### src/gpv_pkg.sv
// ----------------------------------------------------------------------------
// gpv_pkg
// Shared types, constants, microcode table and helpers for the gray-plane
// VFD refresh block.
// ----------------------------------------------------------------------------
package gpv_pkg;

    localparam int DIGITS         = 8;
    localparam int COLS_PER_DIGIT = 5;
    localparam int MAX_PLANES     = 8;

    localparam int WIDTH_COLS = DIGITS * COLS_PER_DIGIT;
    localparam int STORE_SIZE = MAX_PLANES * WIDTH_COLS;
    localparam int ADDR_W     = $clog2(STORE_SIZE);
    localparam int DIGIT_W    = (DIGITS > 1) ? $clog2(DIGITS) : 1;
    localparam int COL_W      = $clog2(COLS_PER_DIGIT + 2);
    localparam int PLANE_W    = $clog2(MAX_PLANES + 1);

    localparam logic OP_DRAW    = 1'b0;
    localparam logic OP_REFRESH = 1'b1;

    localparam logic [1:0] REG_PLANES_IN_USE = 2'd0;
    localparam logic [1:0] REG_MIRRORED      = 2'd1;
    localparam logic [1:0] REG_CGRAM_CMD     = 2'd2;
    localparam logic [1:0] REG_DCRAM_CMD     = 2'd3;

    typedef struct packed {
        logic       opcode;
        logic [5:0] column;
        logic [2:0] row;
        logic [7:0] color;
        logic [2:0] plane;
    } t_in_item;

    typedef struct packed {
        logic [7:0] out_byte;
        logic       end_of_command;
        logic       last;
    } t_out_item;

    typedef struct packed {
        logic [3:0] planes_in_use;
        logic       mirrored;
        logic [7:0] cgram_write_cmd;
        logic [7:0] dcram_write_cmd;
    } t_cfg;

    typedef enum logic [3:0] {
        S_CLEAR,
        S_IDLE,
        S_DISPATCH,
        S_D_CHECK,
        S_D_READ,
        S_D_WRITE,
        S_R_CMD,
        S_R_COL,
        S_R_DIGIT,
        S_R_DCRAM,
        S_R_IDX
    } t_step;

    typedef enum logic [2:0] {
        EM_NONE,
        EM_CGRAM,
        EM_DATA,
        EM_DCRAM,
        EM_INDEX
    } t_emit;

    typedef enum logic [1:0] {
        AS_CLEAR,
        AS_DRAW,
        AS_REFR
    } t_asel;

    typedef enum logic [1:0] {
        CNT_HOLD,
        CNT_CLR,
        CNT_INC
    } t_cnt_op;

    typedef enum logic [2:0] {
        C_ALWAYS,
        C_START,
        C_REFRESH,
        C_SKIP,
        C_K_LAST,
        C_J_DONE,
        C_I_LAST,
        C_CLR_LAST
    } t_cond;

    typedef struct packed {
        t_emit   emit;
        logic    rd;
        logic    wr;
        t_asel   asel;
        logic    ld_gray;
        t_cnt_op k_op;
        t_cnt_op j_op;
        t_cnt_op i_op;
        t_cond   cond;
        t_step   jt;
        t_step   jf;
    } t_ctrl;

    typedef struct packed {
        logic refresh;
        logic skip;
        logic k_last;
        logic j_done;
        logic i_last;
        logic clr_last;
    } t_flags;

    function automatic logic [7:0] flip_byte(input logic [7:0] d);
        logic [7:0] r;
        for (int b = 0; b < 8; b++) begin
            r[7 - b] = d[b];
        end
        return r >> 1;
    endfunction

    function automatic t_ctrl ucode_rom(input t_step s);
        t_ctrl cw;
        cw = '{emit: EM_NONE, rd: 1'b0, wr: 1'b0, asel: AS_CLEAR, ld_gray: 1'b0,
               k_op: CNT_HOLD, j_op: CNT_HOLD, i_op: CNT_HOLD,
               cond: C_ALWAYS, jt: S_IDLE, jf: S_IDLE};
        unique case (s)
            S_CLEAR: begin
                cw.wr   = 1'b1;
                cw.asel = AS_CLEAR;
                cw.cond = C_CLR_LAST;
                cw.jt   = S_IDLE;
                cw.jf   = S_CLEAR;
            end
            S_IDLE: begin
                cw.k_op = CNT_CLR;
                cw.j_op = CNT_CLR;
                cw.i_op = CNT_CLR;
                cw.cond = C_START;
                cw.jt   = S_DISPATCH;
                cw.jf   = S_IDLE;
            end
            S_DISPATCH: begin
                cw.ld_gray = 1'b1;
                cw.cond    = C_REFRESH;
                cw.jt      = S_R_CMD;
                cw.jf      = S_D_CHECK;
            end
            S_D_CHECK: begin
                cw.cond = C_SKIP;
                cw.jt   = S_IDLE;
                cw.jf   = S_D_READ;
            end
            S_D_READ: begin
                cw.rd   = 1'b1;
                cw.asel = AS_DRAW;
                cw.jt   = S_D_WRITE;
                cw.jf   = S_D_WRITE;
            end
            S_D_WRITE: begin
                cw.wr   = 1'b1;
                cw.asel = AS_DRAW;
                cw.k_op = CNT_INC;
                cw.cond = C_K_LAST;
                cw.jt   = S_IDLE;
                cw.jf   = S_D_READ;
            end
            S_R_CMD: begin
                cw.emit = EM_CGRAM;
                cw.rd   = 1'b1;
                cw.asel = AS_REFR;
                cw.j_op = CNT_INC;
                cw.jt   = S_R_COL;
                cw.jf   = S_R_COL;
            end
            S_R_COL: begin
                cw.emit = EM_DATA;
                cw.rd   = 1'b1;
                cw.asel = AS_REFR;
                cw.j_op = CNT_INC;
                cw.cond = C_J_DONE;
                cw.jt   = S_R_DIGIT;
                cw.jf   = S_R_COL;
            end
            S_R_DIGIT: begin
                cw.j_op = CNT_CLR;
                cw.i_op = CNT_INC;
                cw.cond = C_I_LAST;
                cw.jt   = S_R_DCRAM;
                cw.jf   = S_R_CMD;
            end
            S_R_DCRAM: begin
                cw.emit = EM_DCRAM;
                cw.i_op = CNT_CLR;
                cw.jt   = S_R_IDX;
                cw.jf   = S_R_IDX;
            end
            S_R_IDX: begin
                cw.emit = EM_INDEX;
                cw.i_op = CNT_INC;
                cw.cond = C_I_LAST;
                cw.jt   = S_IDLE;
                cw.jf   = S_R_IDX;
            end
            default: begin
                cw.jt = S_IDLE;
                cw.jf = S_IDLE;
            end
        endcase
        return cw;
    endfunction

endpackage

### src/gpv_ram.sv
// ----------------------------------------------------------------------------
// gpv_ram
// Generic single-write, single-read RAM with registered read data.
// ----------------------------------------------------------------------------
module gpv_ram #(
    parameter int WIDTH = 8,
    parameter int DEPTH = 320
) (
    input  logic                     i_clk,
    input  logic                     i_we,
    input  logic [$clog2(DEPTH)-1:0] i_waddr,
    input  logic [WIDTH-1:0]         i_wdata,
    input  logic                     i_re,
    input  logic [$clog2(DEPTH)-1:0] i_raddr,
    output logic [WIDTH-1:0]         o_rdata
);

    logic [WIDTH-1:0] r_mem [DEPTH];
    logic [WIDTH-1:0] r_rdata;

    always_ff @(posedge i_clk) begin
        if (i_we) begin
            r_mem[i_waddr] <= i_wdata;
        end
        if (i_re) begin
            r_rdata <= r_mem[i_raddr];
        end
    end

    assign o_rdata = r_rdata;

endmodule

### src/gpv_cfg.sv
// ----------------------------------------------------------------------------
// gpv_cfg
// APB-style register file for plane count, mirroring and command bytes.
// ----------------------------------------------------------------------------
module gpv_cfg
    import gpv_pkg::*;
(
    input  logic        i_clk,
    input  logic        i_rst_n,
    input  logic        psel,
    input  logic        penable,
    input  logic        pwrite,
    input  logic [3:0]  paddr,
    input  logic [31:0] pwdata,
    output logic [31:0] prdata,
    output logic        pready,
    output t_cfg        o_cfg
);

    t_cfg       r_cfg;
    t_cfg       n_cfg;
    logic [1:0] reg_idx;
    logic       wr_en;

    assign reg_idx = paddr[3:2];
    assign wr_en   = psel & penable & pwrite;
    assign pready  = 1'b1;

    always_comb begin
        n_cfg  = r_cfg;
        prdata = '0;
        unique case (reg_idx)
            REG_PLANES_IN_USE: begin
                prdata = {28'd0, r_cfg.planes_in_use};
                if (wr_en) n_cfg.planes_in_use = pwdata[3:0];
            end
            REG_MIRRORED: begin
                prdata = {31'd0, r_cfg.mirrored};
                if (wr_en) n_cfg.mirrored = pwdata[0];
            end
            REG_CGRAM_CMD: begin
                prdata = {24'd0, r_cfg.cgram_write_cmd};
                if (wr_en) n_cfg.cgram_write_cmd = pwdata[7:0];
            end
            REG_DCRAM_CMD: begin
                prdata = {24'd0, r_cfg.dcram_write_cmd};
                if (wr_en) n_cfg.dcram_write_cmd = pwdata[7:0];
            end
            default: begin
                prdata = '0;
            end
        endcase
    end

    always_ff @(posedge i_clk) begin
        if (!i_rst_n) begin
            r_cfg.planes_in_use   <= 4'd8;
            r_cfg.mirrored        <= 1'b0;
            r_cfg.cgram_write_cmd <= 8'd64;
            r_cfg.dcram_write_cmd <= 8'd32;
        end else begin
            r_cfg <= n_cfg;
        end
    end

    assign o_cfg = r_cfg;

endmodule

### src/gpv_seq.sv
// ----------------------------------------------------------------------------
// gpv_seq
// Microcode sequencer: step register, control word lookup, conditional jump.
// ----------------------------------------------------------------------------
module gpv_seq
    import gpv_pkg::*;
(
    input  logic   i_clk,
    input  logic   i_rst_n,
    input  logic   i_start,
    input  t_flags i_flags,
    output t_ctrl  o_ctrl,
    output logic   o_busy
);

    t_step r_pc;
    t_step n_pc;
    t_ctrl cw;
    logic  taken;

    always_ff @(posedge i_clk) begin
        if (!i_rst_n) begin
            r_pc <= S_CLEAR;
        end else begin
            r_pc <= n_pc;
        end
    end

    always_comb begin
        cw = ucode_rom(r_pc);
        unique case (cw.cond)
            C_ALWAYS:   taken = 1'b1;
            C_START:    taken = i_start;
            C_REFRESH:  taken = i_flags.refresh;
            C_SKIP:     taken = i_flags.skip;
            C_K_LAST:   taken = i_flags.k_last;
            C_J_DONE:   taken = i_flags.j_done;
            C_I_LAST:   taken = i_flags.i_last;
            C_CLR_LAST: taken = i_flags.clr_last;
            default:    taken = 1'b1;
        endcase
        n_pc = taken ? cw.jt : cw.jf;
    end

    assign o_ctrl = cw;
    assign o_busy = (r_pc != S_IDLE);

endmodule

### src/gpv_datapath.sv
// ----------------------------------------------------------------------------
// gpv_datapath
// Item latch, counters, address generation, plane store and result register.
// ----------------------------------------------------------------------------
module gpv_datapath
    import gpv_pkg::*;
(
    input  logic      i_clk,
    input  logic      i_rst_n,
    input  logic      i_accept,
    input  t_in_item  i_item,
    input  t_cfg      i_cfg,
    input  t_ctrl     i_ctrl,
    output t_flags    o_flags,
    output logic      o_strobe,
    output t_out_item o_result
);

    t_in_item           r_item;
    logic [PLANE_W-1:0] r_gray;
    logic [PLANE_W-1:0] n_gray;
    logic [PLANE_W-1:0] r_k;
    logic [PLANE_W-1:0] n_k;
    logic [COL_W-1:0]   r_j;
    logic [COL_W-1:0]   n_j;
    logic [DIGIT_W-1:0] r_i;
    logic [DIGIT_W-1:0] n_i;
    logic [ADDR_W-1:0]  r_clr;
    logic               r_strobe;
    t_out_item          r_result;
    logic               n_strobe;
    t_out_item          n_result;

    logic [PLANE_W-1:0] p_eff;
    logic [15:0]        prod;
    logic [15:0]        gsum;
    logic               plane_ok;
    logic [ADDR_W-1:0]  draw_addr;
    logic [ADDR_W-1:0]  refr_addr;
    logic [ADDR_W-1:0]  mem_addr;
    logic               mem_re;
    logic               mem_we;
    logic [7:0]         mem_wdata;
    logic [7:0]         mem_rdata;
    logic [7:0]         draw_byte;
    logic [7:0]         col_byte;
    logic [DIGIT_W-1:0] idx;
    int                 src;

    always_comb begin
        if (int'(i_cfg.planes_in_use) > MAX_PLANES) begin
            p_eff = PLANE_W'(MAX_PLANES);
        end else begin
            p_eff = PLANE_W'(i_cfg.planes_in_use);
        end
        prod   = 16'(r_item.color) * 16'(p_eff);
        gsum   = prod + 16'd1 + (prod >> 8);
        n_gray = PLANE_W'(gsum >> 8);
    end

    assign plane_ok = (int'(r_item.plane) < MAX_PLANES);

    always_comb begin
        src = i_cfg.mirrored ? (COLS_PER_DIGIT - 1 - int'(r_j)) : int'(r_j);
        draw_addr = ADDR_W'(int'(r_k) * WIDTH_COLS + int'(r_item.column));
        refr_addr = ADDR_W'((plane_ok ? int'(r_item.plane) * WIDTH_COLS : 0)
                    + int'(r_i) * COLS_PER_DIGIT + src);
        unique case (i_ctrl.asel)
            AS_CLEAR: mem_addr = r_clr;
            AS_DRAW:  mem_addr = draw_addr;
            AS_REFR:  mem_addr = refr_addr;
            default:  mem_addr = r_clr;
        endcase
        draw_byte = mem_rdata;
        draw_byte[r_item.row] = (r_k < r_gray);
        mem_wdata = (i_ctrl.asel == AS_DRAW) ? draw_byte : 8'd0;
        mem_we    = i_ctrl.wr;
        mem_re    = i_ctrl.rd && (int'(r_j) < COLS_PER_DIGIT);
    end

    gpv_ram #(
        .WIDTH(8),
        .DEPTH(STORE_SIZE)
    ) u_store (
        .i_clk  (i_clk),
        .i_we   (mem_we),
        .i_waddr(mem_addr),
        .i_wdata(mem_wdata),
        .i_re   (mem_re),
        .i_raddr(mem_addr),
        .o_rdata(mem_rdata)
    );

    always_comb begin
        o_flags.refresh  = (r_item.opcode == OP_REFRESH);
        o_flags.skip     = (int'(r_item.column) >= WIDTH_COLS) || (p_eff == '0);
        o_flags.k_last   = (r_k == p_eff - PLANE_W'(1));
        o_flags.j_done   = (r_j == COL_W'(COLS_PER_DIGIT));
        o_flags.i_last   = (r_i == DIGIT_W'(DIGITS - 1));
        o_flags.clr_last = (r_clr == ADDR_W'(STORE_SIZE - 1));
    end

    always_comb begin
        unique case (i_ctrl.k_op)
            CNT_CLR: n_k = '0;
            CNT_INC: n_k = r_k + PLANE_W'(1);
            default: n_k = r_k;
        endcase
        unique case (i_ctrl.j_op)
            CNT_CLR: n_j = '0;
            CNT_INC: n_j = r_j + COL_W'(1);
            default: n_j = r_j;
        endcase
        unique case (i_ctrl.i_op)
            CNT_CLR: n_i = '0;
            CNT_INC: n_i = r_i + DIGIT_W'(1);
            default: n_i = r_i;
        endcase
    end

    always_comb begin
        col_byte = plane_ok ? (i_cfg.mirrored ? flip_byte(mem_rdata) : mem_rdata) : 8'd0;
        idx      = i_cfg.mirrored ? (DIGIT_W'(DIGITS - 1) - r_i) : r_i;
        n_strobe = 1'b1;
        n_result = '{out_byte: 8'd0, end_of_command: 1'b0, last: 1'b0};
        unique case (i_ctrl.emit)
            EM_CGRAM: n_result.out_byte = i_cfg.cgram_write_cmd | 8'(r_i);
            EM_DATA: begin
                n_result.out_byte       = col_byte;
                n_result.end_of_command = o_flags.j_done;
            end
            EM_DCRAM: n_result.out_byte = i_cfg.dcram_write_cmd;
            EM_INDEX: begin
                n_result.out_byte       = 8'(idx);
                n_result.end_of_command = o_flags.i_last;
                n_result.last           = o_flags.i_last;
            end
            default: n_strobe = 1'b0;
        endcase
    end

    always_ff @(posedge i_clk) begin
        if (i_accept) begin
            r_item <= i_item;
        end
        if (i_ctrl.ld_gray) begin
            r_gray <= n_gray;
        end
        r_result <= n_result;
    end

    always_ff @(posedge i_clk) begin
        if (!i_rst_n) begin
            r_k      <= '0;
            r_j      <= '0;
            r_i      <= '0;
            r_clr    <= '0;
            r_strobe <= 1'b0;
        end else begin
            r_k      <= n_k;
            r_j      <= n_j;
            r_i      <= n_i;
            r_strobe <= n_strobe;
            if (i_ctrl.wr && i_ctrl.asel == AS_CLEAR) begin
                r_clr <= r_clr + ADDR_W'(1);
            end
        end
    end

    assign o_strobe = r_strobe;
    assign o_result = r_result;

endmodule

### src/gray_plane_vfd_refresh.sv
// ----------------------------------------------------------------------------
// gray_plane_vfd_refresh
// Bit-plane framebuffer and refresh byte streamer for a character VFD.
//
// Usage: an item is taken when start is high and busy is low. A draw item
// scales its color to a gray level and sets or clears one pixel bit in each
// plane in use. A refresh item streams one plane: per digit a glyph command
// byte and its column bytes, then a digit-memory command and the indices.
// Results appear on o_result for one cycle each, marked by o_strobe; the
// receiver takes every result and cannot stall the block.
// Busy stays high while an item is worked: a draw does one read and one
// write of the store per plane in use, and none when its column is out of
// range or no plane is in use. A refresh does one store read per column
// byte; its first byte, the glyph command of digit 0, is emitted from the
// command step that follows the dispatch step and is registered.
// Reset: step register, counters, strobe and configuration are reset (not
// the item, gray and result registers); the store is swept to zero, one entry
// a cycle, with busy high; configuration writes are taken throughout.
// ----------------------------------------------------------------------------
module gray_plane_vfd_refresh
    import gpv_pkg::*;
(
    input  logic        i_clk,
    input  logic        i_rst_n,
    input  logic        start,
    output logic        busy,
    input  t_in_item    i_item,
    output logic        o_strobe,
    output t_out_item   o_result,
    input  logic        psel,
    input  logic        penable,
    input  logic        pwrite,
    input  logic [3:0]  paddr,
    input  logic [31:0] pwdata,
    output logic [31:0] prdata,
    output logic        pready
);

    t_cfg   cfg;
    t_ctrl  ctrl;
    t_flags flags;
    logic   accept;

    assign accept = start & ~busy;

    gpv_cfg u_cfg (
        .i_clk  (i_clk),
        .i_rst_n(i_rst_n),
        .psel   (psel),
        .penable(penable),
        .pwrite (pwrite),
        .paddr  (paddr),
        .pwdata (pwdata),
        .prdata (prdata),
        .pready (pready),
        .o_cfg  (cfg)
    );

    gpv_seq u_seq (
        .i_clk  (i_clk),
        .i_rst_n(i_rst_n),
        .i_start(start),
        .i_flags(flags),
        .o_ctrl (ctrl),
        .o_busy (busy)
    );

    gpv_datapath u_dp (
        .i_clk   (i_clk),
        .i_rst_n (i_rst_n),
        .i_accept(accept),
        .i_item  (i_item),
        .i_cfg   (cfg),
        .i_ctrl  (ctrl),
        .o_flags (flags),
        .o_strobe(o_strobe),
        .o_result(o_result)
    );

endmodule
### config.mk
export PLATFORM = sky130hd
export DESIGN_NAME = gray_plane_vfd_refresh
export DESIGN_NICKNAME = d
export VERILOG_FILES = /design/src/gpv_pkg.sv /design/src/gpv_ram.sv /design/src/gpv_cfg.sv /design/src/gpv_seq.sv /design/src/gpv_datapath.sv /design/src/gray_plane_vfd_refresh.sv
export SDC_FILE = /design/constraint.sdc
export NUM_CORES = 2
export LEC_CHECK = 0
export BUFFER_PORTS_ARGS = -buffer_cell sky130_fd_sc_hd__buf_2
export CAP_MARGIN = 30
export CORE_ASPECT_RATIO = 0.75
export CORE_MARGIN = 1
export CORE_UTILIZATION = 35
export DETAILED_ROUTE_END_ITERATION = 12
export PLACE_DENSITY = 0.6
export SLEW_MARGIN = 30
export SYNTH_ARGS = -nofsm -noshare
export SYNTH_HDL_FRONTEND = slang
export SYNTH_SLANG_ARGS = --single-unit
### constraint.sdc
create_clock -name i_clk -period 14.6 [get_ports i_clk]
set_input_delay 2.19 -clock i_clk [delete_from_list [all_inputs] [get_ports i_clk]]
set_output_delay 2.19 -clock i_clk [all_outputs]
set_load 0.02 [all_outputs]
# After elaboration in Yosys (flattened, before gate mapping)
# Memories as Yosys holds them, arrays and structs flattened. A register that Yosys moved wholly into a read port is not among the register bits.
# Cells that the tools add are included.
[totals]
ff_bits = 80
ram_bits = 2560
inputBits = 63
out_inout_bits = 45
mem_count = 1
[classes]
addsub = 12
n_mul = 4
magnitude_cmp = 6
n_eq_ne = 37
n_mux = 30
bitwise_logic = 5
n_reduce_logical = 25
[memory_table]
columns = ["name", "depth", "width", "rd", "rd_clocked_by_memory_dff", "write_ports", "line", "source"]
rows = [
  ["u_dp.u_store.r_mem", 320, 8, 1, 1, 1, "gpv_ram.sv:18", "logic [WIDTH-1:0] r_mem [DEPTH];"],
]
[op_table]
columns = ["operator", "n"]
rows = [
  ["case mux 32 bit (4 select lines)", 1],
  ["case mux 8 bit (10 select lines)", 1],
  ["case mux 8 bit (4 select lines)", 1],
  ["equality test 3 bit, second input constant", 7],
  ["case mux 3 bit (7 select lines)", 1],
  ["adder 9 bit", 2],
  ["case mux 9 bit (2 select lines)", 1],
  ["equality test 4 x 3 -> 1 bit, second input constant", 4],
  ["2-to-1 mux 8 bit", 2],
  ["case mux 2 bit (2 select lines)", 4],
  ["OR reduction 2 bit", 7],
  ["adder 12 x 1 -> 12 bit, second input constant", 1],
  ["adder 12 x 4 -> 12 bit", 1],
  ["equality test 2 bit, second input constant", 6],
  ["equality test 3 x 2 -> 1 bit, second input constant", 4],
  ["equality test 4 bit, second input constant", 3],
  ["multiplier 3 x 3 -> 6 bit, second input constant", 2],
  ["multiplier 8 x 4 -> 12 bit", 1],
  ["case mux 3 bit (2 select lines)", 2],
  ["case mux 3 bit (4 select lines)", 1],
  ["equality test 2 x 1 -> 1 bit, second input constant", 5],
  ["adder 9 x 1 -> 9 bit, second input constant", 1],
  ["adder 9 x 7 -> 9 bit", 1],
  ["equality test 9 bit, second input constant", 1],
  ["38 further kinds", 59],
]

# Depth between registers and ports, before layout
[logic_depth]
word_depth = 6
ltp_mapped = 23
ltp_nobuf = 22

# Hierarchy
# From an unflattened synthesis, not the netlist that was laid out.
[unflattened]
hier_cells = 5335
hier_area_um2 = 105959.1
[modules_own_cells]
columns = ["mod", "instances", "cells_each", "area_per_inst_um2", "seq_area_each_um2"]
rows = [
  ["gpv_ram", 1, 4606, 99459.1, 77114.0],
  ["gpv_datapath", 1, 512, 4703.3, 1351.3],
  ["gpv_cfg", 1, 134, 1194.9, 420.4],
  ["gpv_seq", 1, 82, 588.1, 80.1],
  ["gray_plane_vfd_refresh", 1, 1, 13.8, 0.0],
]

# Least setup slack after synthesis
# Ideal clock, no wire load.
[synth_timing]
kind = "reg-to-reg"
from = "reg u_seq.r_pc[2]"
to = "mem u_dp.u_store.r_mem[0][0], data pin"
setup_time_ns = 1.688
t_arrival_ns = 8.959
setup_slack_ns = 3.953
path_stages_with_launch = 9
synth_period_minus_slack_ns = 10.647
cell_sequence = "dfxtp_1 clkbuf_1 nand2_1 nor2_1 ha_1 buf_6 inv_1 clkbuf_1 nor2_1"
[synth_between]
elab_chain_len = 5
elab_cells_between_ends = 9
cone_classes = "eq/ne (5); mux (2); reduce/logical (2)"
[synth_rtl]
columns = ["element", "line", "source"]
rows = [
  ["start: declaration", "gpv_seq.sv:16", "t_step r_pc;"],
  ["start signal: assignment", "gpv_seq.sv:25", "r_pc <= n_pc;"],
  ["equality test 4 x 3 -> 1 bit", "gpv_pkg.sv:129", "unique case (s)"],
  ["OR reduction 2 bit (no line)", "--", ""],
  ["case mux 2 bit (2 select lines) *", "gpv_pkg.sv:129", ""],
  ["equality test 2 x 1 -> 1 bit *", "gpv_datapath.sv:76", "mem_wdata = (i_ctrl.asel == AS_DRAW) ? draw_byte : 8'd0;"],
  ["2-to-1 mux 8 bit *", "gpv_datapath.sv:76", ""],
  ["via u_dp.mem_wdata[0]", "gpv_datapath.sv:43", "logic [7:0] mem_wdata;"],
  ["end: declaration", "gpv_ram.sv:18", ""],
]
# The timed path passes the listed nets; every way through them passes the cells marked *.

# Worst setup path after layout
[layout_timing]
from = "reg u_seq.r_pc[1]"
to = "reg u_dp.u_store.r_rdata[5], in the netlist u_dp.u_store.o_rdata[5], read port of u_dp.u_store.r_mem, data pin"
[layout_between]
elab_chain_len = 5
elab_cells_between_ends = 13
cone_classes = "eq/ne (6); mux (3); reduce/logical (4)"
[layout_rtl]
columns = ["element", "line", "source"]
rows = [
  ["equality test 4 x 3 -> 1 bit", "gpv_pkg.sv:129", ""],
  ["OR reduction 2 bit (no line)", "--", ""],
  ["case mux 2 bit (2 select lines)", "gpv_pkg.sv:129", ""],
  ["equality test 2 bit or equality test 2 x 1 -> 1 bit (tied branches)", "gpv_datapath.sv:68", "unique case (i_ctrl.asel)"],
  ["case mux 9 bit (2 select lines)", "gpv_datapath.sv:68", ""],
  ["end: declaration", "gpv_ram.sv:19", "logic [WIDTH-1:0] r_rdata;"],
]
# Several ways; a longest one is shown, not always the timed one.
# A chain may end at the register's enable or synchronous reset.

==> summary.txt <==
Rel. slew slack = 21.3%
most frequent cell after synthesis = edfxtp_1
placed instance count = 9992
Slew Viols, Final = 0
mapped cell area = 107000 sq um
htree depth = 4
GRT overflow = 0
Post-Synth Adder-Cell Area = 1.04%
first-pass GRT wire length = 424000 microns
Compound-Gate Fraction of Synth Area = 4.79%
Die Y = 481 microns
Mapped Cells = 6110
clk_lat worst skew = 0.94 ns
Clk network pwr share = 32.8%
warnings from Yosys = 0
Pwr per Cell Area = 162 nW/um^2
crit path DAT = 8.66 ns
CTS Hold Buffers Added = 0
r2r startpoint = u_seq.r_pc[1]$_SDFF_PN0_
Post-Route WL = 301000 microns
sequential fraction of the synthesis area = 73.7%
worst slew pin tran = 1.17 ns
area leader, netlist = edfxtp_1
vias in the first global route = 57081
critical path capture point type = register
worst hold margin = 0.492 ns
FF-to-FF setup slack = 6.47 ns
drt first-iter violations = 8729
number of cells on the worst reg-to-reg path = 16
hold worst-path end = u_dp.o_result[5]$_DFF_P_
largest net degree at the start of global routing = 229
Reg area = 79000 sq um
hold path start = u_cfg.o_cfg[3]$_SDFFE_PN0P_
WHS Path Cells = 2
Filler cells = 27464
Int Power = 13.5 mW
sequential power share = 43.8%
startpoint class of the critical path = register
Sw Share = 30.1%
post-route clock period utilization = 55.7%
final number of setup-violating endpoints = 0
Fin. Hold Viols = 0
Layout Nets = 6318
Tot GR Track Use = 19.1%
top cell type's share of synthesized area = 72.6%
Worst Path Max Fanout = 52
Resized Gates After CTS = 0
multi-input logic area = 26100 sq um
post-CTS setup buffers = 0
clock tree buffer depth = 4
failing checks = DRC
Worst Hold Class = register to register
Clock Tree Root = clkbuf_16
Finished Cell Area = 120000 sq um
via count = 59229
IO Pins = 108
Routed Antenna Nets = 0
Worst R2R End = u_dp.u_store.o_rdata[5]$_DFFE_PP_
Clock Pin Slew Worst Setup and Hold Paths = 0.06 ns
1st-pass router iterations = 12
utilization after layout = 39.4%
Pleak = 37.5 nW
top area cells in the synthesized netlist = edfxtp_1, mux4_2, nand2_1, nor2_1, dfxtp_1
required time of the critical path = 15.13 ns
DP Worst Slack = 6.70 ns
largest family of logic cells by synthesized area = multiplexers
number of placement rows = 175
Psw = 5.82 mW
Yosys reg bits = 2648
Top FF cell, synth = edfxtp_1
combinational power share = 23.4%
vias per cell = 5.67
GPL Wtd Cong = 0.875
RSZ-0062 raised after global routing = no
CTS sink cnt = 2648
mux share of post-synthesis cell area = 11.3%
Yosys cell types = 90
placed cell areas = 112000 sq um
Power Total = 19.4 mW
Synth top cells by count = edfxtp_1, nand2_1, mux4_2, nor2_1, nand3_1
layout cell share with drive strength beyond 1 = 17.7%
Max IR drop VDD = 0.146 mV
die width = 641 microns
initial core utilization = 35.3%
DP HPWL = 186000 microns
final worst setup slack = 6.47 ns
status = complete, but fails checks
die area = 309000 sq um
post-layout minimum cycle time = 8.13 ns
CTS buffer count = 245
post-synthesis async set-or-reset flop share = 0%
core area = 304000 sq um
final std cells w/o fill = 10449
sum of negative setup slack = 0 ns
WL/cell = 28.8 microns
Post-synth EDFFs = 2593
Max Cap Violations = 0
antenna violations before repair = 16
final setup skew = 0.106 ns
fmax = 123 MHz
IO Port Bufs = 56
drc violations = 28
crit path kind = register to register
XOR/XNOR share of the synthesized area = 0.261%
Syn Area/Cell = 17.5 sq um
Post-Synth Simple-Gate Area = 6.41%
Layout area overhead = 11.7%
CTS tree = yes
critical path, cell delays in order (launching register included):
cell and delay [ns]:
dfxtp_1 0.73, nor2b_1 0.24, nand2_1 0.33, inv_1 0.19, ha_1 0.59, nor2b_4 0.32
o31a_4 0.50, buf_4 0.69, buf_4 0.71, buf_4 0.51, mux2i_1 0.14, a32oi_1 0.18
a31oi_1 0.12, o21ai_0 0.91, nand4_1 0.40, and3_1 0.40, a31oi_1 0.64
flip-flops by register name, indices dropped and copies added, names as in the netlist, 4 cells and up:
name,flops
u_cfg.o_cfg,21
u_dp.o_result,10
u_dp.r_clr,9
u_dp.r_gray,4
u_dp.r_item,20
u_dp.r_k,4
u_dp.u_store.o_rdata,8
u_dp.u_store.r_mem,2560
u_seq.r_pc,4
area by class of cell:
type / instances / area share, %
Sequential cell: 2648 / 65.9
Multi-Input combinational cell: 3036 / 21.8
Clock buffer: 288 / 5.33
Tap cell: 4071 / 4.25
Timing Repair Buffer: 191 / 1.33
Clock inverter: 155 / 1.17
Inverter: 55 / 0.172
Antenna cell: 5 / 0.0104
cell usage in the layout (no fill, tap or decap), drive strengths merged, types with 18 or more instances in the layout:
master,Yosys,routed
mux2i,92,92
o21ai,70,70
ha,60,60
mux4,494,494
nor2,398,398
a211oi,48,48
fa,18,18
nand2,728,728
and3,73,73
a311oi,34,34
xnor2,24,24
clkbuf,103,289
clkinv,0,116
conb,2,25
a22oi,143,143
buf,291,190
and2,41,41
a31oi,47,47
a21oi,190,190
a221oi,38,38
a22o,22,22
dfxtp,55,55
edfxtp,2593,2593
bufinv,0,24
nor2b,41,41
a32oi,37,37
inv,55,63
nor3,36,36
nand3,195,195
logic make-up after synthesis:
group | Yosys count
flops | 2648
buf+inv | 449
simple gates | 1578
other cells | 2
mux | 587
compound gates | 736
fa+ha+maj | 78
xor+xnor | 32
power by group through the flow:
stage / clock network, mW / registers (mW) / logic (mW)
2_1_floorplan: 0 / 8.68 / 3.07
3_3_place_gp: 0 / 8.65 / 4.41
3_5_place_dp: 0 / 8.65 / 4.45
4_1_cts: 6.42 / 8.49 / 4.46
5_1_grt: 6.69 / 8.49 / 4.75
6_report: 6.35 / 8.49 / 4.52
layer usage:
layer | wire length [microns] | GRT usage, %
met5 | 51 | 0
met4 | 6830 | 4.34
met3 | 38600 | 5.86
met2 | 126000 | 26.6
met1 | 130000 | 28.9
worst max path at each step:
stage,from,end,slack [ns]
after floorplan,u_seq.r_pc[2]$_SDFF_PN0_,u_dp.u_store.r_mem[0][0]$_DFFE_PP_,3.95
after global placement,u_seq.r_pc[1]$_SDFF_PN0_,u_dp.u_store.o_rdata[3]$_DFFE_PP_,6.49
after detailed placement,u_seq.r_pc[1]$_SDFF_PN0_,u_dp.u_store.o_rdata[1]$_DFFE_PP_,6.70
after CTS,u_seq.r_pc[1]$_SDFF_PN0_,u_dp.u_store.o_rdata[1]$_DFFE_PP_,6.68
after global routing,u_seq.r_pc[1]$_SDFF_PN0_,u_dp.u_store.o_rdata[3]$_DFFE_PP_,6.25
final,u_seq.r_pc[1]$_SDFF_PN0_,u_dp.u_store.o_rdata[5]$_DFFE_PP_,6.47
Power figures use the tool's default switching activity.
